**config.mk**
```make
export PLATFORM = sky130hd
export DESIGN_NAME = mf3_regs
export DESIGN_NICKNAME = d
export VERILOG_FILES = /design/src/sv/mf3_pkg.sv /design/src/sv/mf3_regs.sv
export SDC_FILE = /design/constraint.sdc
export NUM_CORES = 1
export LEC_CHECK = 0
export BUFFER_PORTS_ARGS = -buffer_cell sky130_fd_sc_hd__buf_4
export CAP_MARGIN = 10
export CELL_PAD_IN_SITES_DETAIL_PLACEMENT = 1
export CELL_PAD_IN_SITES_GLOBAL_PLACEMENT = 1
export CORE_ASPECT_RATIO = 0.5
export CORE_UTILIZATION = 29
export CTS_CLUSTER_DIAMETER = 100
export DETAILED_ROUTE_END_ITERATION = 12
export GPL_TIMING_DRIVEN = 0
export PLACE_DENSITY_LB_ADDON = 0.1
export SYNTH_ARGS = -nofsm -noshare
export SYNTH_HDL_FRONTEND = slang
export SYNTH_SLANG_ARGS = --single-unit
```
**constraint.sdc**
```tcl
create_clock -name clk -period 1.5 [get_ports clk]
set_clock_uncertainty 0.1 [all_clocks]
set_input_delay 0.375 -clock clk [delete_from_list [all_inputs] [get_ports clk]]
set_output_delay 0.375 -clock clk [all_outputs]
set_load 0.05 [all_outputs]
```
**src/sv/mf3_pkg.sv**
```systemverilog
`timescale 1ns / 1ps
// -----------------------------------------------------------------------------
// mf3_pkg
// Shared types, constants and compare helpers for the 3x3 median filter.
// -----------------------------------------------------------------------------
package mf3_pkg;

  localparam int MAX_WIDTH  = 1024;
  localparam int MAX_HEIGHT = 1024;
  localparam int PIXEL_BITS = 8;
  localparam int COL_BITS   = $clog2(MAX_WIDTH);
  localparam int DIM_BITS   = 11;
  localparam int ADDR_BITS  = 3;
  localparam int DATA_BITS  = 32;
  localparam int WIN_SIZE   = 3;
  localparam int FIFO_DEPTH = 8;
  localparam int PTR_BITS   = $clog2(FIFO_DEPTH);
  localparam int CNT_BITS   = PTR_BITS + 1;

  localparam int RESET_WIDTH  = 640;
  localparam int RESET_HEIGHT = 480;

  typedef logic [PIXEL_BITS-1:0] pix_t;
  typedef logic [COL_BITS-1:0]   col_t;
  typedef logic [DIM_BITS-1:0]   dim_t;
  typedef logic [PTR_BITS-1:0]   ptr_t;
  typedef logic [CNT_BITS-1:0]   cnt_t;

  typedef logic [WIN_SIZE-1:0][WIN_SIZE-1:0][PIXEL_BITS-1:0] win_t;

  typedef enum logic {
    OP_PIXEL = 1'b0,
    OP_DRAIN = 1'b1
  } op_t;

  typedef enum logic {
    REG_WIDTH  = 1'b0,
    REG_HEIGHT = 1'b1
  } reg_idx_t;

  typedef struct packed {
    logic emit;
    logic border;
    logic last;
  } tag_t;

  typedef struct packed {
    logic adv;
    col_t col;
    pix_t pix;
    tag_t tag;
  } step_t;

  typedef struct packed {
    logic valid;
    logic border;
    logic last;
  } stage_t;

  typedef struct packed {
    logic valid;
    pix_t pix;
    logic last;
  } res_t;

  typedef struct packed {
    pix_t lo;
    pix_t md;
    pix_t hi;
  } sort3_t;

  function automatic pix_t pmin(pix_t a, pix_t b);
    return (a < b) ? a : b;
  endfunction

  function automatic pix_t pmax(pix_t a, pix_t b);
    return (a < b) ? b : a;
  endfunction

  function automatic sort3_t sort3(pix_t a, pix_t b, pix_t c);
    pix_t   x;
    pix_t   y;
    pix_t   t;
    sort3_t s;
    x    = pmin(a, b);
    y    = pmax(a, b);
    s.lo = pmin(x, c);
    t    = pmax(x, c);
    s.md = pmin(y, t);
    s.hi = pmax(y, t);
    return s;
  endfunction

  function automatic dim_t clamp_dim(dim_t raw, dim_t limit);
    dim_t v;
    if (raw == '0) begin
      v = DIM_BITS'(1);
    end else if (raw > limit) begin
      v = limit;
    end else begin
      v = raw;
    end
    return v;
  endfunction

endpackage

```
**src/sv/mf3_regs.sv**
```systemverilog
`timescale 1ns / 1ps
// -----------------------------------------------------------------------------
// mf3_regs
// Register file for frame width and height behind the bus port.
// -----------------------------------------------------------------------------
module mf3_regs import mf3_pkg::*; (
  input  logic                 clk,
  input  logic                 rst,
  input  logic                 psel,
  input  logic                 penable,
  input  logic                 pwrite,
  input  logic [ADDR_BITS-1:0] paddr,
  input  logic [DATA_BITS-1:0] pwdata,
  output logic [DATA_BITS-1:0] prdata,
  output logic                 pready,
  output dim_t                 width,
  output dim_t                 height,
  output logic                 cfg_wr
);

  dim_t     frame_width;
  dim_t     frame_height;
  reg_idx_t idx;

  assign idx    = reg_idx_t'(paddr[2]);
  assign pready = 1'b1;
  assign cfg_wr = psel & penable & pwrite;

  always_ff @(posedge clk) begin
    if (rst) begin
      frame_width  <= DIM_BITS'(RESET_WIDTH);
      frame_height <= DIM_BITS'(RESET_HEIGHT);
    end else if (cfg_wr) begin
      unique case (idx)
        REG_WIDTH:  frame_width  <= pwdata[DIM_BITS-1:0];
        REG_HEIGHT: frame_height <= pwdata[DIM_BITS-1:0];
        default:    frame_width  <= frame_width;
      endcase
    end
  end

  always_comb begin
    unique case (idx)
      REG_WIDTH:  prdata = DATA_BITS'(frame_width);
      REG_HEIGHT: prdata = DATA_BITS'(frame_height);
      default:    prdata = '0;
    endcase
  end

  assign width  = clamp_dim(frame_width, DIM_BITS'(MAX_WIDTH));
  assign height = clamp_dim(frame_height, DIM_BITS'(MAX_HEIGHT));

endmodule

```
# Yosys cells after proc, flatten, opt, wreduce, memory -nomap -nowiden
# Index checks and enable logic that the tools add are counted.
dict set report classes {
  magnitude_cmp 2
  n_mux 5
  bitwise 3
  n_reduce_logical 4
}
# op n
set op_table {}
lappend op_table {{32-bit one-hot mux with 2 select lines} 1}
lappend op_table {{11-bit two-way mux} 4}
lappend op_table {{11-bit greater-than comparator, second input constant} 2}
lappend op_table {{11-bit zero test} 2}
lappend op_table {{2-bit AND reduction} 2}
lappend op_table {{1-bit AND} 2}
lappend op_table {{1-bit NOT} 1}
dict set report word_totals {
  register_bits 22
  in_bits 40
  output_inout_bits 56
}

# Depth between registers and ports, before layout
dict set report depth {
  word_depth 3
  mapped_depth 4
  depth_no_buf 2
}

# Worst setup path after synthesis
# Ideal clock, no wire load.
dict set report synth_timing {
  path_type {flip-flop to output port}
  from {reg frame_width[10]}
  to {out prdata[10]}
  arrival_time_ns 1.805
  required_ns 1.025
  setup_slack_ns -0.780
  path_stages_with_launch 4
  path_cell_list {dfxtp_1 clkbuf_1 inv_1 o21ai_0}
}
dict set report synth_via {
  elab_chain_cells 1
}
# item line_no
set synth_rtl {}
lappend synth_rtl {{start: declaration} mf3_regs.sv:21} ;# dim_t frame_width;
lappend synth_rtl {{start signal: assignment} mf3_regs.sv:31} ;# frame_width <= DIM_BITS'(RESET_WIDTH);
lappend synth_rtl {{start signal: assignment} mf3_regs.sv:35} ;# REG_WIDTH: frame_width <= pwdata[DIM_BITS-1:0];
lappend synth_rtl {{start signal: assignment} mf3_regs.sv:37} ;# default: frame_width <= frame_width;
lappend synth_rtl {{32-bit one-hot mux with 2 select lines} mf3_regs.sv:43} ;# unique case (idx)
lappend synth_rtl {{end: declaration} mf3_regs.sv:14} ;# output logic [DATA_BITS-1:0] prdata,
# No other way between the ends. The select of a mux whose other input is x is not followed.

# Worst setup path after layout
dict set report layout_timing {
  from {reg frame_width[4]}
  to {out width[0]}
}
dict set report layout_via {
  elab_chain_cells 3
  word_cells_on_any_way 4
}
# item line_no
set layout_rtl {}
lappend layout_rtl {{11-bit greater-than comparator} mf3_pkg.sv:98} ;# end else if (raw > limit) begin
lappend layout_rtl {{11-bit two-way mux} mf3_pkg.sv:98}
lappend layout_rtl {{11-bit two-way mux (*)} mf3_pkg.sv:96} ;# if (raw == '0) begin
lappend layout_rtl {{end: declaration} mf3_regs.sv:16} ;# output dim_t width,
# Every way passes the cells marked *; elsewhere a longest branch is shown, timed or not.

==> results.md <==
- Of the post-synthesis cell area, the dominant cell type holds 0.307.
- Dividing total power by cell area gives a power density of 591 nW/um^2.
- In the global route stage, overall resource usage came out at 0.174.
- The number of synthesized flops with an enable pin is 0.
- The maximum VDD drop is 297 uV.
- The die area is 5250 um^2.
- The remaining global-route overflow is 0.
- The number of placed instances, taps included is 295.
- The per-cell via count in the routed design is 4.42.
- After clock tree synthesis, the clock-pin slew on the worst setup and hold paths is 80 ps.
- The maximum number of pins on one net before global-route repair is 12.
- In the post-synthesis netlist, the biggest area contributors are sky130_fd_sc_hd__dfxtp_1, sky130_fd_sc_hd__mux2i_1, sky130_fd_sc_hd__buf_4.
- The worst hold path terminates at frame_height[5].
- The critical register-to-register path endpoint is frame_height[7].
- The share of total power dissipated in the clock network is 0.245.
- The standard cell core area is 4570 um^2.
- The worst setup path is captured at a primary output.
- The internal power of the cells is 1010 uW.
- The clock sink count is 22.
- The final critical delay including setup and external delays is 1790 ps.
- Of the total power, the share spent switching nets is 0.360.
- Buffers inserted during clock tree synthesis total 3.
- The library cell with the highest instance count after synthesis is sky130_fd_sc_hd__nand2b_1.
- The clock reaches the later pin of the worst-skew pair after 270 ps.
- Clock tree synthesis selected as its root buffer the cell sky130_fd_sc_hd__clkbuf_8.
- Synthesis produced a netlist whose cell count is 160.
- The worst register-to-register path has a setup slack of 400 ps.
- The count of final max-slew check failures is 0.
- The horizontal die dimension is 101 um.
- Counting instances in the post-synthesis netlist gives the leading cell types as sky130_fd_sc_hd__nand2b_1, sky130_fd_sc_hd__buf_4, sky130_fd_sc_hd__dfxtp_1, sky130_fd_sc_hd__mux2i_1, sky130_fd_sc_hd__nor2b_1.
- The worst min-delay path class is input port to flop.
- The weighted congestion at the end of routability-driven global placement is 0.724.
- After legalization and detailed placement, the total HPWL measured 3090 um.
- The antenna diode count is 0.
- The final layout contains routed wiring with a total length of 4790 um.
- The number of placement rows is 17.
- The share of the Yosys chip area taken by registers is 0.307.
- The final hold violation count is 0.
- Based on the critical path, the design can be clocked at up to 558 MHz.
- Once layout is done, the placed cells without fillers occupy 2660 um^2.
- Setup repair after global routing could not meet its margin everywhere.
- After detailed routing, the average wire length per cell comes to 15.3 um.
- The post-route DRC violation count is 0.
- The detailed router placed 1387 vias in this run.
- The number of antenna violations at the first check in global routing is 0.
- The number of fill cells in the layout is 503.
- The worst hold path cell count is 3.
- Port buffering added 49 buffers.
- The number of global-route vias before repair is 1328.
- Summed over all nets, the switching power comes to 566 uW.
- The combinational share of power is 0.367.
- The number of DRC markers after the initial detailed-route iteration is 29.
- Before antenna repair, the detailed router went through 4 iterations.
- The final sum of negative setup slack is -3610 ps.
- The critical path data required time is 1020 ps.
- No sink is reached through more buffers than the 2 on the longest clock path.
- The die boundary height is 51.7 um.
- The cell area after placement is 2000 um^2.
- The endpoint arrival time on the critical path is 1320 ps.
- The flow ran to the end, but the final reports show violations.
- The combined area of all synthesized cells is 1430 um^2.
- In this run, distinct cell masters in the synthesized netlist total 20.
- Counting flops with an async set or reset pin after synthesis yields a share of 0.
- The number of synthesized register bits is 22.
- In the synthesized netlist the dominant register cell turns out to be sky130_fd_sc_hd__dfxtp_1.
- The critical path startpoint category is a flop.
- The final period utilization is 1.19.
- For this configuration, the core starts out at a cell density of 0.314.
- In the final layout, the share of cells above drive strength 1 is 0.625.
- The post-route non-filler standard cell count is 314.
- Along the worst path, the maximum fanout reaches 4.
- CTS built an H-tree with a depth of 1.
- The number of nets with antenna violations after routing is 0.
- TritonCTS built the clock tree.
- Prior to clock tree synthesis, the placed netlist has a worst setup slack of -316 ps.
- The start-to-end type of the worst setup path is flop to primary output.
- The synthesis warning total is 0.
- The max-capacitance violation count is 0.
- Counting cells, the worst reg-to-reg path comes to 5.
- A synthesized cell averages 8.96 um^2.
- For this design the static power due to leakage is 0.00126 uW.
- Summed over all instances, the cell type with the most area after synthesis is sky130_fd_sc_hd__dfxtp_1.
- The I/O pin count is 96.
- The startpoint of the lowest-slack register-to-register path is frame_height[7].
- The launch instance of the worst min-delay path is pwdata[5].
- For this design, the CTS-stage hold fixing added 0 buffers.
- The final reports fail on negative setup slack.
- The sequential group share of total power is 0.388.
- The first global-routing pass estimated 6750 um of wire.
- The growth of design area from synthesis to finish is 85.8%.
- The final-stage net count is 290.
- After layout, the worst setup slack is -291 ps.
- The post-route worst hold slack is 265 ps.
- The number of failing setup endpoints in the final timing report is 31.
-- per-stage QoR --
step | power (uW) | utilization
after global placement | 1100 | 0.437
after global routing | 1640 | 0.582
final | 1570 | 0.582
after floorplan | 994 | -
after CTS | 1550 | 0.537
after detailed placement | 1100 | 0.437
-- registers in the layout, summed over array words and instances (netlist names) --
signal and flops:
frame_height 11, frame_width 11
-- worst max path at each step --
stage	startpoint	to	slack, ps	depth (start not counted)
after global routing	frame_width[4]	width[0]	-320	3
after global placement	paddr[2]	prdata[9]	-330	4
after CTS	frame_width[9]	width[0]	-280	3
after floorplan	frame_height[10]	height[1]	-200	2
after detailed placement	paddr[2]	prdata[9]	-320	4
final	frame_width[4]	width[0]	-290	3
-- logic make-up after synthesis --
logic type,count (synthesis),synth area share
AO/OA/AOI/OAI,3,0.0174
buffers and inverters,35,0.162
flip-flops,22,0.307
multiplexers,32,0.232
other,2,0.00524
AND/OR/NAND/NOR,66,0.276
-- area by class of cell --
| class | instances | area, um^2 | share of cell area |
|---|---|---|---|
| inverter | 2 | 7.51 | 0.00282 |
| multi-input combinational | 123 | 1070 | 0.400 |
| timing repair buffer | 66 | 708 | 0.266 |
| buffer | 32 | 279 | 0.105 |
| sequential | 22 | 479 | 0.180 |
| tap | 66 | 82.6 | 0.0310 |
| clock buffer | 3 | 41.3 | 0.0155 |
-- power by group through the flow --
stage          logic, uW  registers [uW]  clock network [uW]
6_report             577             611                 386
2_1_floorplan        375             619                   0
4_1_cts              544             611                 392
3_5_place_dp         479             624                   0
3_3_place_gp         477             624                   0
5_1_grt              601             613                 428
-- worst max-delay path, cell delays in order, from the launching register on --
cell	delay, ps
sky130_fd_sc_hd__dfxtp_2	350
sky130_fd_sc_hd__nor4_4	310
sky130_fd_sc_hd__a32o_2	220
sky130_fd_sc_hd__buf_6	160
-- placed cells by master (no fill, tap or decap) --
cell,synthesis,layout
sky130_fd_sc_hd__clkbuf_16,0,2
sky130_fd_sc_hd__conb_1,2,22
sky130_fd_sc_hd__dfxtp_1,22,3
sky130_fd_sc_hd__inv_1,2,1
sky130_fd_sc_hd__dfxtp_2,0,13
sky130_fd_sc_hd__buf_16,0,1
sky130_fd_sc_hd__nand2b_1,26,26
sky130_fd_sc_hd__nand4b_2,1,1
sky130_fd_sc_hd__nor2b_4,0,17
sky130_fd_sc_hd__a32o_2,0,2
sky130_fd_sc_hd__inv_2,0,1
sky130_fd_sc_hd__buf_4,22,47
sky130_fd_sc_hd__mux2i_1,22,22
sky130_fd_sc_hd__buf_6,2,32
sky130_fd_sc_hd__nand2_1,1,1
sky130_fd_sc_hd__and3_1,1,1
sky130_fd_sc_hd__buf_12,0,2
sky130_fd_sc_hd__and4b_1,1,1
sky130_fd_sc_hd__nor2b_2,0,1
sky130_fd_sc_hd__and4_4,1,1
sky130_fd_sc_hd__clkbuf_1,6,3
sky130_fd_sc_hd__mux2_2,10,1
sky130_fd_sc_hd__buf_8,0,9
sky130_fd_sc_hd__buf_2,3,2
sky130_fd_sc_hd__dfxtp_4,0,6
sky130_fd_sc_hd__mux2_4,0,9
sky130_fd_sc_hd__o21ai_2,0,1
sky130_fd_sc_hd__clkbuf_8,0,3
sky130_fd_sc_hd__nor2_1,13,13
sky130_fd_sc_hd__nor4_4,0,4
-- metal layers --
metal / share of wire / global-route usage
met5: 0 / 0
met2: 0.49 / 0.312
met1: 0.45 / 0.214
met3: 0.047 / 0.0363
met4: 0.015 / 0.0483
-- repair_timing --
action | in CTS | in global routing
resized for setup | 94 | 37
cloned | 2 | 0
pin swaps | 7 | 3
endpoints found under the setup margin | 31 | 32
buffers inserted | 4 | 11
No activity file was read; power rests on OpenSTA's default activity.
