$ cat src/sv/mf3_pkg.sv
`timescale 1ns / 1ps
// -----------------------------------------------------------------------------
// mf3_pkg
// Shared types, constants and compare helpers for the 3x3 median filter.
// -----------------------------------------------------------------------------
package mf3_pkg;

  localparam int MAX_WIDTH  = 1024;
  localparam int MAX_HEIGHT = 1024;
  localparam int PIXEL_BITS = 8;
  localparam int COL_BITS   = $clog2(MAX_WIDTH);
  localparam int DIM_BITS   = 11;
  localparam int ADDR_BITS  = 3;
  localparam int DATA_BITS  = 32;
  localparam int WIN_SIZE   = 3;
  localparam int FIFO_DEPTH = 8;
  localparam int PTR_BITS   = $clog2(FIFO_DEPTH);
  localparam int CNT_BITS   = PTR_BITS + 1;

  localparam int RESET_WIDTH  = 640;
  localparam int RESET_HEIGHT = 480;

  typedef logic [PIXEL_BITS-1:0] pix_t;
  typedef logic [COL_BITS-1:0]   col_t;
  typedef logic [DIM_BITS-1:0]   dim_t;
  typedef logic [PTR_BITS-1:0]   ptr_t;
  typedef logic [CNT_BITS-1:0]   cnt_t;

  typedef logic [WIN_SIZE-1:0][WIN_SIZE-1:0][PIXEL_BITS-1:0] win_t;

  typedef enum logic {
    OP_PIXEL = 1'b0,
    OP_DRAIN = 1'b1
  } op_t;

  typedef enum logic {
    REG_WIDTH  = 1'b0,
    REG_HEIGHT = 1'b1
  } reg_idx_t;

  typedef struct packed {
    logic emit;
    logic border;
    logic last;
  } tag_t;

  typedef struct packed {
    logic adv;
    col_t col;
    pix_t pix;
    tag_t tag;
  } step_t;

  typedef struct packed {
    logic valid;
    logic border;
    logic last;
  } stage_t;

  typedef struct packed {
    logic valid;
    pix_t pix;
    logic last;
  } res_t;

  typedef struct packed {
    pix_t lo;
    pix_t md;
    pix_t hi;
  } sort3_t;

  function automatic pix_t pmin(pix_t a, pix_t b);
    return (a < b) ? a : b;
  endfunction

  function automatic pix_t pmax(pix_t a, pix_t b);
    return (a < b) ? b : a;
  endfunction

  function automatic sort3_t sort3(pix_t a, pix_t b, pix_t c);
    pix_t   x;
    pix_t   y;
    pix_t   t;
    sort3_t s;
    x    = pmin(a, b);
    y    = pmax(a, b);
    s.lo = pmin(x, c);
    t    = pmax(x, c);
    s.md = pmin(y, t);
    s.hi = pmax(y, t);
    return s;
  endfunction

  function automatic dim_t clamp_dim(dim_t raw, dim_t limit);
    dim_t v;
    if (raw == '0) begin
      v = DIM_BITS'(1);
    end else if (raw > limit) begin
      v = limit;
    end else begin
      v = raw;
    end
    return v;
  endfunction

endpackage

$ cat src/sv/mf3_median.sv
`timescale 1ns / 1ps
// -----------------------------------------------------------------------------
// mf3_median
// Median of nine in two steps: sort each column, then take the median of the
// largest low, middle median and smallest high. Border pixels pass through.
// -----------------------------------------------------------------------------
module mf3_median import mf3_pkg::*; (
  input  logic   clk,
  input  logic   rst,
  input  stage_t s2,
  input  win_t   win,
  output logic   s3_valid,
  output res_t   res
);

  sort3_t cols [WIN_SIZE];
  pix_t   center;
  logic   s3_border;
  logic   s3_last;
  sort3_t lo_s;
  sort3_t md_s;
  sort3_t hi_s;
  sort3_t fin_s;

  always_ff @(posedge clk) begin
    for (int c = 0; c < WIN_SIZE; c++) begin
      cols[c] <= sort3(win[0][c], win[1][c], win[2][c]);
    end
    center    <= win[1][1];
    s3_border <= s2.border;
    s3_last   <= s2.last;
  end

  always_ff @(posedge clk) begin
    if (rst) begin
      s3_valid <= 1'b0;
    end else begin
      s3_valid <= s2.valid;
    end
  end

  assign lo_s  = sort3(cols[0].lo, cols[1].lo, cols[2].lo);
  assign md_s  = sort3(cols[0].md, cols[1].md, cols[2].md);
  assign hi_s  = sort3(cols[0].hi, cols[1].hi, cols[2].hi);
  assign fin_s = sort3(lo_s.hi, md_s.md, hi_s.lo);

  assign res.valid = s3_valid;
  assign res.pix   = s3_border ? center : fin_s.md;
  assign res.last  = s3_last;

endmodule

$ cat config.mk
export PLATFORM = sky130hd
export DESIGN_NAME = mf3_median
export DESIGN_NICKNAME = d
export VERILOG_FILES = /design/src/sv/mf3_pkg.sv /design/src/sv/mf3_median.sv
export SDC_FILE = /design/constraint.sdc
export NUM_CORES = 1
export LEC_CHECK = 0
export BUFFER_PORTS_ARGS = -buffer_cell sky130_fd_sc_hd__buf_2
export CAP_MARGIN = 20
export CORE_ASPECT_RATIO = 1.75
export CORE_UTILIZATION = 33
export CTS_BUF_LIST = sky130_fd_sc_hd__clkbuf_4 sky130_fd_sc_hd__clkbuf_8
export DETAILED_ROUTE_END_ITERATION = 6
export HOLD_SLACK_MARGIN = 0.02
export PLACE_DENSITY = 0.53
export SYNTH_ARGS = -nofsm -noshare
export SYNTH_HDL_FRONTEND = slang
export SYNTH_SLANG_ARGS = --single-unit
$ cat constraint.sdc
create_clock -name clk -period 17.03 [get_ports clk]
set_input_delay 3.406 -clock clk [delete_from_list [all_inputs] [get_ports clk]]
set_output_delay 3.406 -clock clk [all_outputs]
set_load 0.02 [all_outputs]
# After elaboration in Yosys (flattened, before gate mapping)

Memory sizes are Yosys's and may differ from the RTL's.
Cells that the tools add are included.

Flip-flop bits (word level): 11
Bits in latches: 0
Memory bits (writable): 72
ROM bits: 0
Input bits: 77
Word-level logic and storage cells: 58
Memories kept: 1

Add/subtract/negate cells: 0
$mul: 0
Divide/modulo/power cells: 0
$lt $le $gt $ge: 20
Eq/ne operators: 0
Shifts and indexed selects: 0
Multiplexer cells: 33
Bitwise gates (word level): 0
Reduce and logical (&&, ||, !) cells: 0

Memories:

| memory | words | width | read ports | clocked after Yosys merged registers in | wr ports | RTL line         | text |
|---|---|---|---|---|---|---|---|
| cols   | 3     | 24    | 3          | 0                                       | 3        | mf3_median.sv:16 | `sort3_t cols [WIN_SIZE];` |

Operators by type and width:

| cell         | number |
|---|---|
| $mux W8      | 33 |
| $lt A8 B8 Y1 | 20 |

# Longest topological paths before layout

Gate-level depths: netlist of run 1.

Depth after elaboration: 13
Mapped depth: 58
Mapped depth without buffers: 53

# Least setup slack after synthesis of run 1

OpenSTA, ideal clock, no wires.

Path kind: reg-to-output
Start: memory cols[0][34] (netlist name)
End: output port res[5] (netlist name)
Data arrival time: 11.931 ns
Required time: 13.624 ns
Setup slack: 1.693 ns
Stages on the path, launching flop included: 56
Path buffers: 7
Cell sequence: dfxtp_1 inv_1 ha_1 a21o_1 a31oi_1 o211ai_2 buf_2 buf_1 mux2_2 ha_1 a211o_1 a21oi_1 nand2_1 o21ai_1 clkbuf_1 o21ai_0 ha_1 a21o_1 [... 20 more ...] nor2_1 nand2_1 nand2b_1 o31a_2 and2_4 buf_6 a21oi_1 ha_1 a21o_1 a21o_1 a21oi_1 inv_1 a2111oi_0 o31ai_1 a31oi_1 o31a_1 nor3_1 a221oi_1

RTL lines:

| element         | RTL line         | text |
|---|---|---|
| start, declared | mf3_median.sv:16 |  |
| end, declared   | mf3_median.sv:13 | `output res_t res` |

==> flow_summary.ini, run 1 <==
[clock_tree]
cts_tree = done
clk_transition_reported_paths_ns = 0.09
clock_path_buffers = 2
htree_levels = 3
clock-sinks = 83
cts_buffers = 9
cts-root-buf = clkbuf_8

[synthesis]
avgSynthCellArea_um2 = 7.706
async_flop_share_pct = 0
synth-seq-cells = 83
synth.cell_area_um2 = 9070
synthesis.nets = 1390
seq_area_frac_synth_pct = 18.32
ys.flop_type = dfxtp_1
yosysWarnings = 0
synth-edff-count = 0
synthDistinctLibCells = 81
syn-instance-count = 1177

[min_path]
hp-class = in -> reg

[worst_setup_path]
critPathMaxStageDelay_ns = 0.51
worst-setup-path-type = reg -> out
start_kind = flop
arrival_ns = 12.72
worstSetupEndpointType = primary output
crit_slowest_cell = a2111oi_4
cp_max_fo = 18
crit_required_ns = 13.62

[timing]
period_share_pct = 94.70
finalSetupViolCount = 0
tightest_slew_ns = 0.9868
tns_ns = 0
drv_slew = 0
period_needed_ns = 16.13
fmax_mhz = 62.01
hold_viol = 0
timing.slew.headroom_pct = 33.35
rsz0062_at_grt = false

[floorplanning]
io_pins = 88
fp.dieW_um = 127.3
fp.dieH_um = 221.3
initial_core_util_pct = 33.86
coreArea_um2 = 26790
row_count = 79
dieArea_um2 = 28180

[placed_design]
port_buffers = 87
place_congestion = 0.9031
dpl.hpwl_um = 25660

[global_routing]
grt_pass1_wl_um = 46260
overflow = 0
grt_max_degree = 27
grt_pass1_vias = 8778
grtUsageTotal_pct = 21.68
antenna_found_initial = 0

[routing]
route.vias.total = 8744
firstDrtPassIters = 5
routed_wl_um = 29790
drtIter0Drc = 319
ant_nets = 0
drcViolationCount = 0
viasPerCell = 5.378
wire_per_inst_um = 18.32

[finish]
fin_nets = 1470
diodes = 0
fin_util_pct = 38.25
drive_above_1_share_pct = 14.98
synthToLayoutAreaGrowth_pct = 12.97

[run]
maxCapViolations = 0

[outcome]
status = completed
-- per-layer routing --
metal	vias up	global-route usage, %	routed length (um)
li1	4422	-	-
met1	4049	21.49	11070
met2	203	41.76	16280
met3	70	2.660	762
met4	0	13.33	1688
met5	-	0	0
-- path summary, 6_finish.rpt --
path	start	slack, ns	depth (start not counted)	end
setup / recovery	cols[0][41]	0.90	52	res[5]
hold / removal	s2[0]	3.09	1	s3_last
-- area by class of cell --
class,instances,area [um2]
clock buffer,12,165.2
clock inverter,4,55.05
fill,2877,16540
inverter,135,506.7
multi-input combinational,920,6804
sequential,83,1662
tap,364,455.4
timing repair buffer,108,598.1
-- timing repair --
| action | CTS | global route |
|---|---|---|
| hold buffers | 0 | 0 |
| cloned | 0 | 0 |
| resized for setup | 1 | 9 |
| endpoints found under the setup margin | 6 | 8 |
| endpoints found under the hold margin | 0 | 0 |
| pin swaps | 0 | 1 |
| setup buffers | 0 | 4 |
-- cells by family (layout without fill, tap and decap cells) --
group	Yosys count	count (layout)	share of synthesized area, %
AO/OA/AOI/OAI	366	366	27.38
AND/OR/NAND/NOR	312	312	16.09
buffers and inverters	174	259	7.463
adder cells (fa/ha/maj)	137	137	18.87
multiplexers	104	104	11.78
flip-flops	83	83	18.32
XOR/XNOR	1	1	0.09658
-- synth_stat cells (all sizes together), types with 4 or more instances --
cell,n,area [um2]
ha,136,1702
o21a,10,75.07
a311oi,4,41.29
mux2i,82,820.8
nor3,12,60.06
nand2,103,386.6
a211o,6,61.31
a21o,41,307.8
or2,10,62.56
a31oi,10,62.56
inv,135,506.7
or3,7,48.80
clkbuf,26,97.59
o31ai,9,91.33
buf,13,72.56
o221ai,8,70.07
nand3,21,105.1
dfxtp,83,1662
a211oi,18,140.1
nand2b,18,112.6
a2111oi,10,126.4
a21oi,103,519.3
nand4,11,68.82
and3,8,50.05
nor2,93,349.1
and2,8,55.06
nor2b,5,31.28
o21ai,86,434.2
a221oi,14,122.6
mux2,22,247.7
o211ai,10,85.08
-- state kept, by name, summed over array words and instances (netlist names) --
register	cells
center	8
cols	72
s3_border	1
s3_valid	1
s3_last	1
-- critical path: cells and delay by family (launching register included) --
family / cells / cell delay [ns]
buffers and inverters: 5 / 0.85
flip-flops: 1 / 0.45
AND/OR/NAND/NOR: 12 / 1.66
AO/OA/AOI/OAI: 29 / 7.45
adder cells (fa/ha/maj): 6 / 1.89
-- cell usage in the layout, fill, tap and decap left out, types with 10 or more instances in the layout --
master / n
ha_1: 136
a31oi_1: 10
a21oi_1: 99
o21a_1: 10
buf_2: 87
nand2_1: 103
dfxtp_1: 83
a211oi_1: 17
buf_4: 20
nand3_1: 21
or2_2: 10
mux2i_1: 82
inv_1: 135
a221oi_1: 14
nand2b_1: 18
nor2_1: 93
a21o_1: 40
nand4_1: 11
clkbuf_8: 12
o21ai_0: 83
mux2_2: 22
-- metrics by stage --
stage	area [um2]	instances	worst slack, ns	hold WS (ns)
2_1_floorplan	9070	1177	1.693	3.434
3_3_place_gp	9937	1605	0.4981	3.509
3_5_place_dp	9937	1605	0.3648	3.513
4_1_cts	10160	1621	0.004595	3.061
5_1_grt	10250	1626	0.005360	3.071
6_report	10250	1626	0.9034	3.090
Power of run 1 is not shown: default switching activity piles up to over one toggle a cycle in this logic, so the estimate is an artifact.
==> run 2, diff against run 1 <==
==> constraint.sdc (replaced) <==
create_clock -name clk -period 17.03 [get_ports clk]
set_input_delay 0.8515 -clock clk [delete_from_list [all_inputs] [get_ports clk]]
set_output_delay 0.8515 -clock clk [all_outputs]
set_load 0.02 [all_outputs]
==> flow_summary.ini, run 2 (synthesis gave the netlist of run 1 again) <==
[placed_design]
dpl.hpwl_um = 25060
port_buffers = 87
place_congestion = 0.8904

[clock_tree]
cts_setup_buffers = 0
ctsResizeCount = 0
cts_buffers = 9
clk_transition_reported_paths_ns = 0.10
cts_hold_buf = 0
cts_tree = done
cts-root-buf = clkbuf_8
clock_path_buffers = 2
htree_levels = 3
clock-sinks = 83

[routing]
drcViolationCount = 0
ant_nets = 0
wire_per_inst_um = 18.16
firstDrtPassIters = 4
viasPerCell = 5.347
route.vias.total = 8630
drtIter0Drc = 379
routed_wl_um = 29310

[global_routing]
antenna_found_initial = 1
grt_pass1_wl_um = 45180
overflow = 0
grtUsageTotal_pct = 21.03
grt_max_degree = 24
grt_pass1_vias = 8519

[floorplanning]
coreArea_um2 = 26790
row_count = 79
initial_core_util_pct = 33.86
io_pins = 88
fp.dieH_um = 221.3
fp.dieW_um = 127.3
dieArea_um2 = 28180

[finish]
layout_commonest_cell = ha_1
final_cell_mix = ha_1, inv_1, nand2_1
largest_register_ffs = 72
top_regs = cols (72), center (8)
fillers = 2852
synthToLayoutAreaGrowth_pct = 11.24
drive_above_1_share_pct = 13.69
fin_nets = 1457
largest_register = cols

[run]
maxCapViolations = 0

[timing]
period_share_pct = 92.17
rsz0062_at_grt = false
finalSetupViolCount = 0
fmax_mhz = 63.71
hold_viol = 0
timing.slew.headroom_pct = 33.88
drv_slew = 0
tightest_slew_ns = 0.9668
tns_ns = 0
period_needed_ns = 15.70

[worst_setup_path]
crit_required_ns = 16.18
worstSetupEndpointType = primary output
worst-setup-path-type = reg -> out
crit_slowest_cell = nor2_1
critPathMaxStageDelay_ns = 0.76
start_kind = flop
critPathMostFrequentCell = a21o_1
cp_max_fo = 18
arrival_ns = 14.84

[min_path]
hp-class = in -> reg

[outcome]
status = completed
## run 2: cell count changes in the layout (fill, tap and decap cells not counted), sizes merged
cell	previous run	this run
buf	107	95
clkinv	0	3
clkbuf	12	10
clkinvlp	1	0
diode	0	1
dlymetal6s2s	1	0
## run 2: final timing paths
check,startpoint,to,slack (ns),cells past startpoint
worst max-delay path,cols[0][41],res[6],1.33,50
worst min-delay path,s2[0],s3_last,0.54,1
## run 2: per-layer routing
metal / up-vias / global-route usage (%) / part of all wire [%]
met5: - / 0 / 0
met4: 0 / 9.677 / 3.4
met2: 135 / 41.46 / 56
met1: 4040 / 21.61 / 39
li1: 4411 / - / -
met3: 44 / 2.055 / 1.8
## run 2: metrics by stage
step           util [%]  hold slack [ns]  worst slack, ns  instance area (um2)  cells
2_1_floorplan         -           0.8792            4.247                 9070   1177
3_3_place_gp      36.87           0.9537            1.959                 9877   1597
3_5_place_dp      36.87           0.9560            1.953                 9877   1597
4_1_cts           37.66           0.5115            1.439                10090   1613
5_1_grt           37.67           0.5225           0.1850                10090   1614
6_report          37.67           0.5414            1.334                10090   1614
## run 2: final cells by class
| type | count | area, um2 | area share [%] |
|---|---|---|---|
| clock buffer | 10 | 137.6 | 1.364 |
| timing repair buffer | 95 | 495.5 | 4.911 |
| inverter | 135 | 506.7 | 5.022 |
| clock inverter | 6 | 72.57 | 0.7192 |
| antenna | 1 | 2.502 | 0.02480 |
| multi-input combinational | 920 | 6758 | 66.98 |
| sequential | 83 | 1662 | 16.47 |
| tap | 364 | 455.4 | 4.514 |
## run 2: critical path, delay by kind of cell (launching register included)
| kind | cells | cell delay, ns |
|---|---|---|
| simple gates | 11 | 2.40 |
| fa+ha+maj | 6 | 1.99 |
| flops | 1 | 0.54 |
| buf+inv | 3 | 0.47 |
| compound gates | 30 | 9.03 |
Power of run 2 is left out for the same reason.
