<file path="src/sv/mf3_pkg.sv">
`timescale 1ns / 1ps
// -----------------------------------------------------------------------------
// mf3_pkg
// Shared types, constants and compare helpers for the 3x3 median filter.
// -----------------------------------------------------------------------------
package mf3_pkg;

  localparam int MAX_WIDTH  = 1024;
  localparam int MAX_HEIGHT = 1024;
  localparam int PIXEL_BITS = 8;
  localparam int COL_BITS   = $clog2(MAX_WIDTH);
  localparam int DIM_BITS   = 11;
  localparam int ADDR_BITS  = 3;
  localparam int DATA_BITS  = 32;
  localparam int WIN_SIZE   = 3;
  localparam int FIFO_DEPTH = 8;
  localparam int PTR_BITS   = $clog2(FIFO_DEPTH);
  localparam int CNT_BITS   = PTR_BITS + 1;

  localparam int RESET_WIDTH  = 640;
  localparam int RESET_HEIGHT = 480;

  typedef logic [PIXEL_BITS-1:0] pix_t;
  typedef logic [COL_BITS-1:0]   col_t;
  typedef logic [DIM_BITS-1:0]   dim_t;
  typedef logic [PTR_BITS-1:0]   ptr_t;
  typedef logic [CNT_BITS-1:0]   cnt_t;

  typedef logic [WIN_SIZE-1:0][WIN_SIZE-1:0][PIXEL_BITS-1:0] win_t;

  typedef enum logic {
    OP_PIXEL = 1'b0,
    OP_DRAIN = 1'b1
  } op_t;

  typedef enum logic {
    REG_WIDTH  = 1'b0,
    REG_HEIGHT = 1'b1
  } reg_idx_t;

  typedef struct packed {
    logic emit;
    logic border;
    logic last;
  } tag_t;

  typedef struct packed {
    logic adv;
    col_t col;
    pix_t pix;
    tag_t tag;
  } step_t;

  typedef struct packed {
    logic valid;
    logic border;
    logic last;
  } stage_t;

  typedef struct packed {
    logic valid;
    pix_t pix;
    logic last;
  } res_t;

  typedef struct packed {
    pix_t lo;
    pix_t md;
    pix_t hi;
  } sort3_t;

  function automatic pix_t pmin(pix_t a, pix_t b);
    return (a < b) ? a : b;
  endfunction

  function automatic pix_t pmax(pix_t a, pix_t b);
    return (a < b) ? b : a;
  endfunction

  function automatic sort3_t sort3(pix_t a, pix_t b, pix_t c);
    pix_t   x;
    pix_t   y;
    pix_t   t;
    sort3_t s;
    x    = pmin(a, b);
    y    = pmax(a, b);
    s.lo = pmin(x, c);
    t    = pmax(x, c);
    s.md = pmin(y, t);
    s.hi = pmax(y, t);
    return s;
  endfunction

  function automatic dim_t clamp_dim(dim_t raw, dim_t limit);
    dim_t v;
    if (raw == '0) begin
      v = DIM_BITS'(1);
    end else if (raw > limit) begin
      v = limit;
    end else begin
      v = raw;
    end
    return v;
  endfunction

endpackage

</file>
<file path="src/sv/mf3_ctrl.sv">
`timescale 1ns / 1ps
// -----------------------------------------------------------------------------
// mf3_ctrl
// Input and output position counters; decides which transfers advance the
// window and which release a result, and marks border and last pixels.
// -----------------------------------------------------------------------------
module mf3_ctrl import mf3_pkg::*; (
  input  logic  clk,
  input  logic  rst,
  input  logic  item_valid,
  input  logic  item_stall,
  input  logic  opcode,
  input  pix_t  pixel_in,
  input  dim_t  width,
  input  dim_t  height,
  input  logic  cfg_wr,
  output step_t step
);

  col_t col, col_next;
  dim_t in_row, in_row_next;
  dim_t lead, lead_next;
  col_t out_col, out_col_next;
  dim_t out_row, out_row_next;

  logic pix_phase;
  logic adv;
  logic col_wrap;
  logic emit;
  logic out_col_wrap;
  logic out_row_end;
  logic narrow;
  logic border;
  logic last;

  assign pix_phase    = in_row < height;
  assign adv          = item_valid & ~item_stall & ~(pix_phase & (opcode == OP_DRAIN));
  assign col_wrap     = DIM_BITS'(col) == (width - DIM_BITS'(1));
  assign emit         = lead == (width + DIM_BITS'(1));
  assign out_col_wrap = DIM_BITS'(out_col) == (width - DIM_BITS'(1));
  assign out_row_end  = out_row == (height - DIM_BITS'(1));
  assign narrow       = (width < DIM_BITS'(WIN_SIZE)) | (height < DIM_BITS'(WIN_SIZE));
  assign border       = narrow | (out_row == '0) | (out_col == '0) | out_row_end | out_col_wrap;
  assign last         = out_row_end & out_col_wrap;

  always_comb begin
    col_next     = col;
    in_row_next  = in_row;
    lead_next    = lead;
    out_col_next = out_col;
    out_row_next = out_row;
    if (cfg_wr) begin
      col_next     = '0;
      in_row_next  = '0;
      lead_next    = '0;
      out_col_next = '0;
      out_row_next = '0;
    end else if (adv) begin
      col_next = col_wrap ? '0 : col + COL_BITS'(1);
      if (pix_phase && col_wrap) begin
        in_row_next = in_row + DIM_BITS'(1);
      end
      if (!emit) begin
        lead_next = lead + DIM_BITS'(1);
      end else if (last) begin
        col_next     = '0;
        in_row_next  = '0;
        lead_next    = '0;
        out_col_next = '0;
        out_row_next = '0;
      end else begin
        out_col_next = out_col_wrap ? '0 : out_col + COL_BITS'(1);
        if (out_col_wrap) begin
          out_row_next = out_row + DIM_BITS'(1);
        end
      end
    end
  end

  always_ff @(posedge clk) begin
    if (rst) begin
      col     <= '0;
      in_row  <= '0;
      lead    <= '0;
      out_col <= '0;
      out_row <= '0;
    end else begin
      col     <= col_next;
      in_row  <= in_row_next;
      lead    <= lead_next;
      out_col <= out_col_next;
      out_row <= out_row_next;
    end
  end

  assign step.adv        = adv;
  assign step.col        = col;
  assign step.pix        = pixel_in;
  assign step.tag.emit   = emit;
  assign step.tag.border = border;
  assign step.tag.last   = last;

endmodule

</file>
<file path="config.mk">
export PLATFORM = sky130hd
export DESIGN_NAME = mf3_ctrl
export DESIGN_NICKNAME = d
export VERILOG_FILES = /design/src/sv/mf3_pkg.sv /design/src/sv/mf3_ctrl.sv
export SDC_FILE = /design/constraint.sdc
export NUM_CORES = 1
export LEC_CHECK = 0
export ABC_AREA = 1
export BUFFER_PORTS_ARGS = -buffer_cell sky130_fd_sc_hd__buf_2
export CORE_MARGIN = 1
export CORE_UTILIZATION = 55
export CTS_CLUSTER_SIZE = 24
export DETAILED_ROUTE_END_ITERATION = 10
export PLACE_DENSITY = 0.76
export SYNTH_ARGS = -nofsm -noshare
export SYNTH_HDL_FRONTEND = slang
export SYNTH_SLANG_ARGS = --single-unit
</file>
<file path="constraint.sdc">
create_clock -name clk -period 2.1 [get_ports clk]
set_input_delay 0.315 -clock clk [delete_from_list [all_inputs] [get_ports clk]]
set_output_delay 0.315 -clock clk [all_outputs]
set_load 0.02 [all_outputs]
</file>
## Word-level counts from Yosys, hierarchy flattened

Cells that the tools add are included.

- Add/subtract/negate cells: 8
- Order comparisons: 3
- Eq/ne operators: 5
- Mux-type cells: 12
- Bitwise logic cells: 11
- Reduce and logical (&&, ||, !) cells: 8

Operators by type and width:

| cell | number |
|---|---|
| $mux 11 | 7 |
| $mux 10 | 5 |
| $add 11x1->11 const B | 4 |
| $eq 10x11->1 | 2 |
| $eq 11x11->1 | 2 |
| $lt 11x2->1 const B | 2 |
| $sub 11x1->11 const B | 2 |
| $add 10x1->10 const B | 2 |
| $logic_not 11->1 | 1 |
| $lt 11x11->1 | 1 |
| $logic_not 10->1 | 1 |
| $or 1x1->1 | 5 |
| $and 1x1->1 | 4 |
| $reduce_and 2->1 | 2 |
| $reduce_and 3->1 | 1 |
| $ne 2x1->1 const B | 1 |
| $not 1->1 | 2 |
| $reduce_bool 2->1 | 1 |
| $reduce_or 2->1 | 1 |
| $logic_and 1x1->1 | 1 |

- Flip-flop bits (word level): 53
- Input bits: 36

## Longest topological paths before layout

- Depth in word-level cells: 6
- Depth in mapped cells: 20
- Depth with buffers taken out: 19

## Worst setup path after synthesis

No wires, ideal clock.

- Path kind: input to register
- From: in width[0]
- To: reg out_row[3]
- Data arrival time: 2.069 ns
- Path slack: -0.087 ns
- Cell stages on the path: 17
- Path buffers: 2
- Path through: buf_4 > inv_4 > ha_1 > inv_1 > nand2_1 > nand3_1 > nor2_1 > nand3_1 > nor2_1 > nand3_2 > nor2_2 > nand3_2 > nand2_4 > inv_2 > buf_6 > nand2_1 > nor2_1

- Cells in the longest elaborated chain, start to end: 5
- Elaborated cells between the ends (all ways): 8
- Those cells by class: 2 x add/sub; 2 x eq/ne; 1 x mux; 1 x bitwise; 2 x reduce/logical

RTL lines:

| item | RTL line | text |
|---|---|---|
| start, declared | mf3_ctrl.sv:14 | `input dim_t width,` |
| $sub 11x1->11 | mf3_ctrl.sv:40 | `assign out_col_wrap = DIM_BITS'(out_col) == (width - DIM_BITS'(1));` |
| $eq 10x11->1 | mf3_ctrl.sv:40 |  |
| $and 1x1->1 | mf3_ctrl.sv:44 | `assign last = out_row_end & out_col_wrap;` |
| $reduce_bool 2->1 (no source line) | n/a |  |
| $reduce_and 3->1 (no source line) | n/a |  |
| end signal, assigned | mf3_ctrl.sv:92 | `out_row <= out_row_next;` |
| end, declared | mf3_ctrl.sv:24 | `dim_t out_row, out_row_next;` |

Parallel ways exist; a longest one is shown, timed or not.
A chain may end at the register's enable or synchronous reset.

## Worst setup path after layout

- From: reg in_row[8]
- To: reg out_row[9]

- Cells in the longest elaborated chain, start to end: 5

RTL lines:

| item | RTL line | text |
|---|---|---|
| start, declared | mf3_ctrl.sv:21 | `dim_t in_row, in_row_next;` |
| start signal, assigned | mf3_ctrl.sv:89 | `in_row <= in_row_next;` |
| $lt 11x11->1 | mf3_ctrl.sv:36 | `assign pix_phase = in_row < height;` |
| $and 1x1->1 | mf3_ctrl.sv:37 | `assign adv = item_valid & ~item_stall & ~(pix_phase & (opcode == OP_DRAIN));` |
| $not 1->1 | mf3_ctrl.sv:37 |  |
| $and 1x1->1 | mf3_ctrl.sv:37 |  |
| $reduce_and 3->1 (no source line) | n/a |  |

No other way between the ends.

==> Flow_metrics.wiki <==
{| class="wikitable"
! Metric !! Value
|-
| Arrival time of data at the critical path endpoint || 2.48 ns
|-
| Count of boundary I/O pins || 58
|-
| Detailed-route via count || between 6000 and 7000
|-
| Violations in the final reports || negative setup slack
|-
| Post-route insts no fill || 1221
|-
| Average wire per cell in the routed design || 14.4 um
|-
| Post-synthesis async set-or-reset flop share || 0%
|-
| Sequential fraction of the synthesis area || slightly below 20%
|-
| Weighted congestion at the end of routability-driven global placement || ~1
|-
| Number of input and output port buffers inserted || 41
|-
| Number of unique standard cell types used by synthesis || 35
|-
| Post-synthesis instance area || 0.00534 mm2
|-
| Worst IR drop on VDD || 0.271 mV
|-
| WHS || 0.454 ns
|-
| Worst setup EP type || flop
|-
| # fillers || 729
|-
| Vias in the first global route || 5866
|-
| Final Critical Period || between 2 and 2.5 ns
|-
| RSZ-0062 raised after global routing || true
|-
| Number of rows in the core area || 35
|-
| Final clock period utilization by the worst path || 106%
|-
| Max cap viols || 0
|-
| Max Clk Rate || 0.451 GHz
|-
| Nets in the synthesized netlist || 977
|-
| Predominant post-synthesis flop cell || sky130_fd_sc_hd__dfxtp_1
|-
| Synth warn || 0
|-
| Gr ovfl total || 0
|-
| Cts hold-fix bufs || 0
|-
| Relative max-transition margin || 35.2%
|-
| Iteration-0 DRC Markers || 393
|-
| Starting density of the core || 57.3%
|-
| Number of buffers created by CTS || 5
|-
| Post-synthesis average cell area || 5.80 um2
|-
| Synthesis-to-finish area growth || 38.7%
|-
| Kind of path behind the tightest hold check || in2reg
|-
| Startpoint class of the critical path || flop
|-
| Count of placed standard cells including taps || 1196
|-
| Average via count per standard cell || 5.33
|-
| Master cell of the clock root buffer || sky130_fd_sc_hd__clkbuf_8
|-
| Power density relative to cell area || 321 mW/mm2
|-
| Final Cell Area || 0.00741 mm2
|-
| Cell area after placement || 0.00654 mm2
|-
| Die area || 0.0101 mm2
|-
| Drt first pass iters || 5
|-
| Clk sink count || 53
|-
| GRT Total Usage || roughly a third
|-
| Number of enable flip-flop cells after synthesis || 0
|-
| Count of pins over their slew limit || 0
|-
| Final Hold Fails || 0
|-
| Total area of sequential cells || about 0.0011 mm2
|-
| Final ANT Viol Nets || 0
|-
| Share of final-layout standard cells stronger than drive strength 1 || 33.4%
|-
| Clock-pin slew of the registers on the worst-case setup and hold paths || 0.11 ns
|-
| Core Region || 0.00933 mm2
|-
| Outcome || complete, but fails checks
|-
| Number of synthesized register bits || 53
|-
| Number of H-tree levels || 2
|-
| Kind of critical path || reg2reg
|-
| Pin count of the biggest net entering global routing || 26
|-
| Multi-input logic area || a little over 0.004 mm2
|-
| Synthesized instance count || 921
|-
| Post-DP HPWL || 12600 um
|-
| Crit Path Max Fanout || 8
|-
| First-pass GRT wire length || 26600 um
|-
| Setup slack of the critical path after layout || -0.116 ns
|-
| Post-layout net count || 1147
|-
| Worst Clk Skew || 0.00667 ns
|-
| Worst path required time || approximately 2.4 ns
|-
| Slew at the pin with the worst max-slew slack || 0.971 ns
|-
| Die height || ~100 um
|-
| DRT Wirelength || 17600 um
|-
| DRC viols || 0
|-
| Diode insertion count for antenna repair || 0
|-
| Number of setup violations in the final report || 19
|-
| Die X-Extent || 101 um
|-
| Deepest clock path buffer count || 2
|-
| TritonCTS clock tree || done
|-
| Initial antenna violation count || 0
|-
| Leak || 3.38 nW
|-
| Clock insertion delay at the later pin of the skew report || 0.32 ns
|}
==> sequential cells by signal (all words and copies together), names as in the netlist <==
signal	count
out_col	10
lead	11
out_row	11
in_row	11
col	10
==> worst paths after layout <==
kind | startpoint | end | slack [ns] | depth (start not counted)
hold reg to reg | lead[0]$_SDFFE_PP0P_ | lead[0]$_SDFFE_PP0P_ | 0.50 | 1
setup / recovery | in_row[8]$_SDFFE_PP0P_ | out_row[9]$_SDFFE_PP0P_ | -0.12 | 14
hold / removal | rst | out_row[0]$_SDFFE_PP0P_ | 0.45 | 5
setup reg to reg | in_row[8]$_SDFFE_PP0P_ | out_row[9]$_SDFFE_PP0P_ | -0.12 | 14
==> logic make-up after synthesis <==
group | Yosys count | share of synthesized area (%)
compound gates | 60 | 5.93
xor+xnor | 31 | 5.22
fa+ha+maj | 20 | 4.68
buf+inv | 150 | 12.2
flops | 53 | 19.9
simple gates | 607 | 52.1
==> worst max-delay path: stages, from the launching register on <==
cell and delay (ns):
sky130_fd_sc_hd__dfxtp_2 0.35, sky130_fd_sc_hd__ha_4 0.27, sky130_fd_sc_hd__nand2_1 0.09, sky130_fd_sc_hd__nor2_4 0.15, sky130_fd_sc_hd__nand3_2 0.11, sky130_fd_sc_hd__nand3_4 0.10, sky130_fd_sc_hd__nor2_4 0.05, sky130_fd_sc_hd__nor2_4 0.15
sky130_fd_sc_hd__buf_12 0.14, sky130_fd_sc_hd__nand3_4 0.09, sky130_fd_sc_hd__nor2_4 0.29, sky130_fd_sc_hd__nand3_2 0.14, sky130_fd_sc_hd__nand2_1 0.08, sky130_fd_sc_hd__nand2_1 0.05, sky130_fd_sc_hd__nor2_1 0.08
==> placed cells by master (no fill, tap or decap), types with 12 or more instances in the layout <==
cell and instances:
sky130_fd_sc_hd__nand3_2 15, sky130_fd_sc_hd__nor2_4 14, sky130_fd_sc_hd__inv_1 107, sky130_fd_sc_hd__dfxtp_2 14, sky130_fd_sc_hd__dfxtp_1 37, sky130_fd_sc_hd__nand2_2 38, sky130_fd_sc_hd__nor2_1 94, sky130_fd_sc_hd__nor3_1 23
sky130_fd_sc_hd__nand4_1 22, sky130_fd_sc_hd__buf_6 14, sky130_fd_sc_hd__nand3b_1 13, sky130_fd_sc_hd__nand3_1 95, sky130_fd_sc_hd__inv_2 12, sky130_fd_sc_hd__buf_4 141, sky130_fd_sc_hd__buf_2 33, sky130_fd_sc_hd__xor2_1 24
sky130_fd_sc_hd__a21oi_1 32, sky130_fd_sc_hd__nor2_2 25, sky130_fd_sc_hd__nand2_1 240
==> what timing repair did <==
action | CTS | global route
gates cloned | 0 | 1
buffers inserted | 10 | 9
setup endpoints to repair | 20 | 57
pin swaps | 25 | 26
gates resized for setup | 80 | 91
==> synthesized netlist by cell type, types with 3 or more instances <==
library cell                 n  area share, %
sky130_fd_sc_hd__nor3b_1     5           0.70
sky130_fd_sc_hd__buf_6       4           0.84
sky130_fd_sc_hd__nor2_4      5            1.1
sky130_fd_sc_hd__nor2_2     13            1.5
sky130_fd_sc_hd__buf_2       6           0.56
sky130_fd_sc_hd__nand2_2     9            1.1
sky130_fd_sc_hd__buf_4      13            1.8
sky130_fd_sc_hd__nor4_1      5           0.59
sky130_fd_sc_hd__a21oi_1    37            3.5
sky130_fd_sc_hd__nand2_1   270             19
sky130_fd_sc_hd__o21ai_1     6           0.56
sky130_fd_sc_hd__inv_1     119            8.4
sky130_fd_sc_hd__nand4_1    22            2.6
sky130_fd_sc_hd__nand3_2    10            1.9
sky130_fd_sc_hd__clkbuf_1    4           0.28
sky130_fd_sc_hd__xor2_1     25            4.1
sky130_fd_sc_hd__inv_2       3           0.21
sky130_fd_sc_hd__ha_1       20            4.7
sky130_fd_sc_hd__o21ai_0    12            1.1
sky130_fd_sc_hd__nand2_4     3           0.63
sky130_fd_sc_hd__nor2_1    115            8.1
sky130_fd_sc_hd__nand3b_1   13            1.8
sky130_fd_sc_hd__nor3_1     28            2.6
sky130_fd_sc_hd__dfxtp_1    53             20
sky130_fd_sc_hd__nand3_1   107             10
sky130_fd_sc_hd__xnor2_1     5           0.82
==> through the flow <==
step | worst slack, ns | TNS, ns | total power [mW] | utilization, %
2_1_floorplan | 0.0323 | 0 | 1.33 | -
3_3_place_gp | -0.284 | -9.39 | 1.52 | 70.1
3_5_place_dp | -0.320 | -11.60 | 1.53 | 70.1
4_1_cts | -0.0495 | -0.0859 | 2.33 | 75.4
5_1_grt | -0.230 | -3.84 | 2.47 | 79.4
6_report | -0.116 | -0.780 | 2.38 | 79.4
==> power by group <==
group / internal, mW / switching (mW) / total (mW)
registers: 1.00 / 0.00159 / 1.00
logic: 0.260 / 0.346 / 0.605
clock network: 0.389 / 0.378 / 0.767
==> routing by layer <==
layer  up-vias  global-route usage, %  wire, um
met5         -                      0         0
li1       3287                      -         -
met4         0                   11.9       454
met1      2953                   39.9      7520
met2       228                   59.5      8710
met3        40                   4.44       939
==> cell type report <==
| cell class | count | share of cell area, % |
|---|---|---|
| inverters | 123 | 6.44 |
| well taps | 129 | 2.18 |
| repair buffers | 190 | 19.2 |
| flip-flops and latches | 53 | 14.7 |
| multi-input cells | 718 | 55.9 |
| clock inverters | 2 | 0.507 |
| clock buffers | 6 | 1.11 |
(Power assumes the default switching activity.)
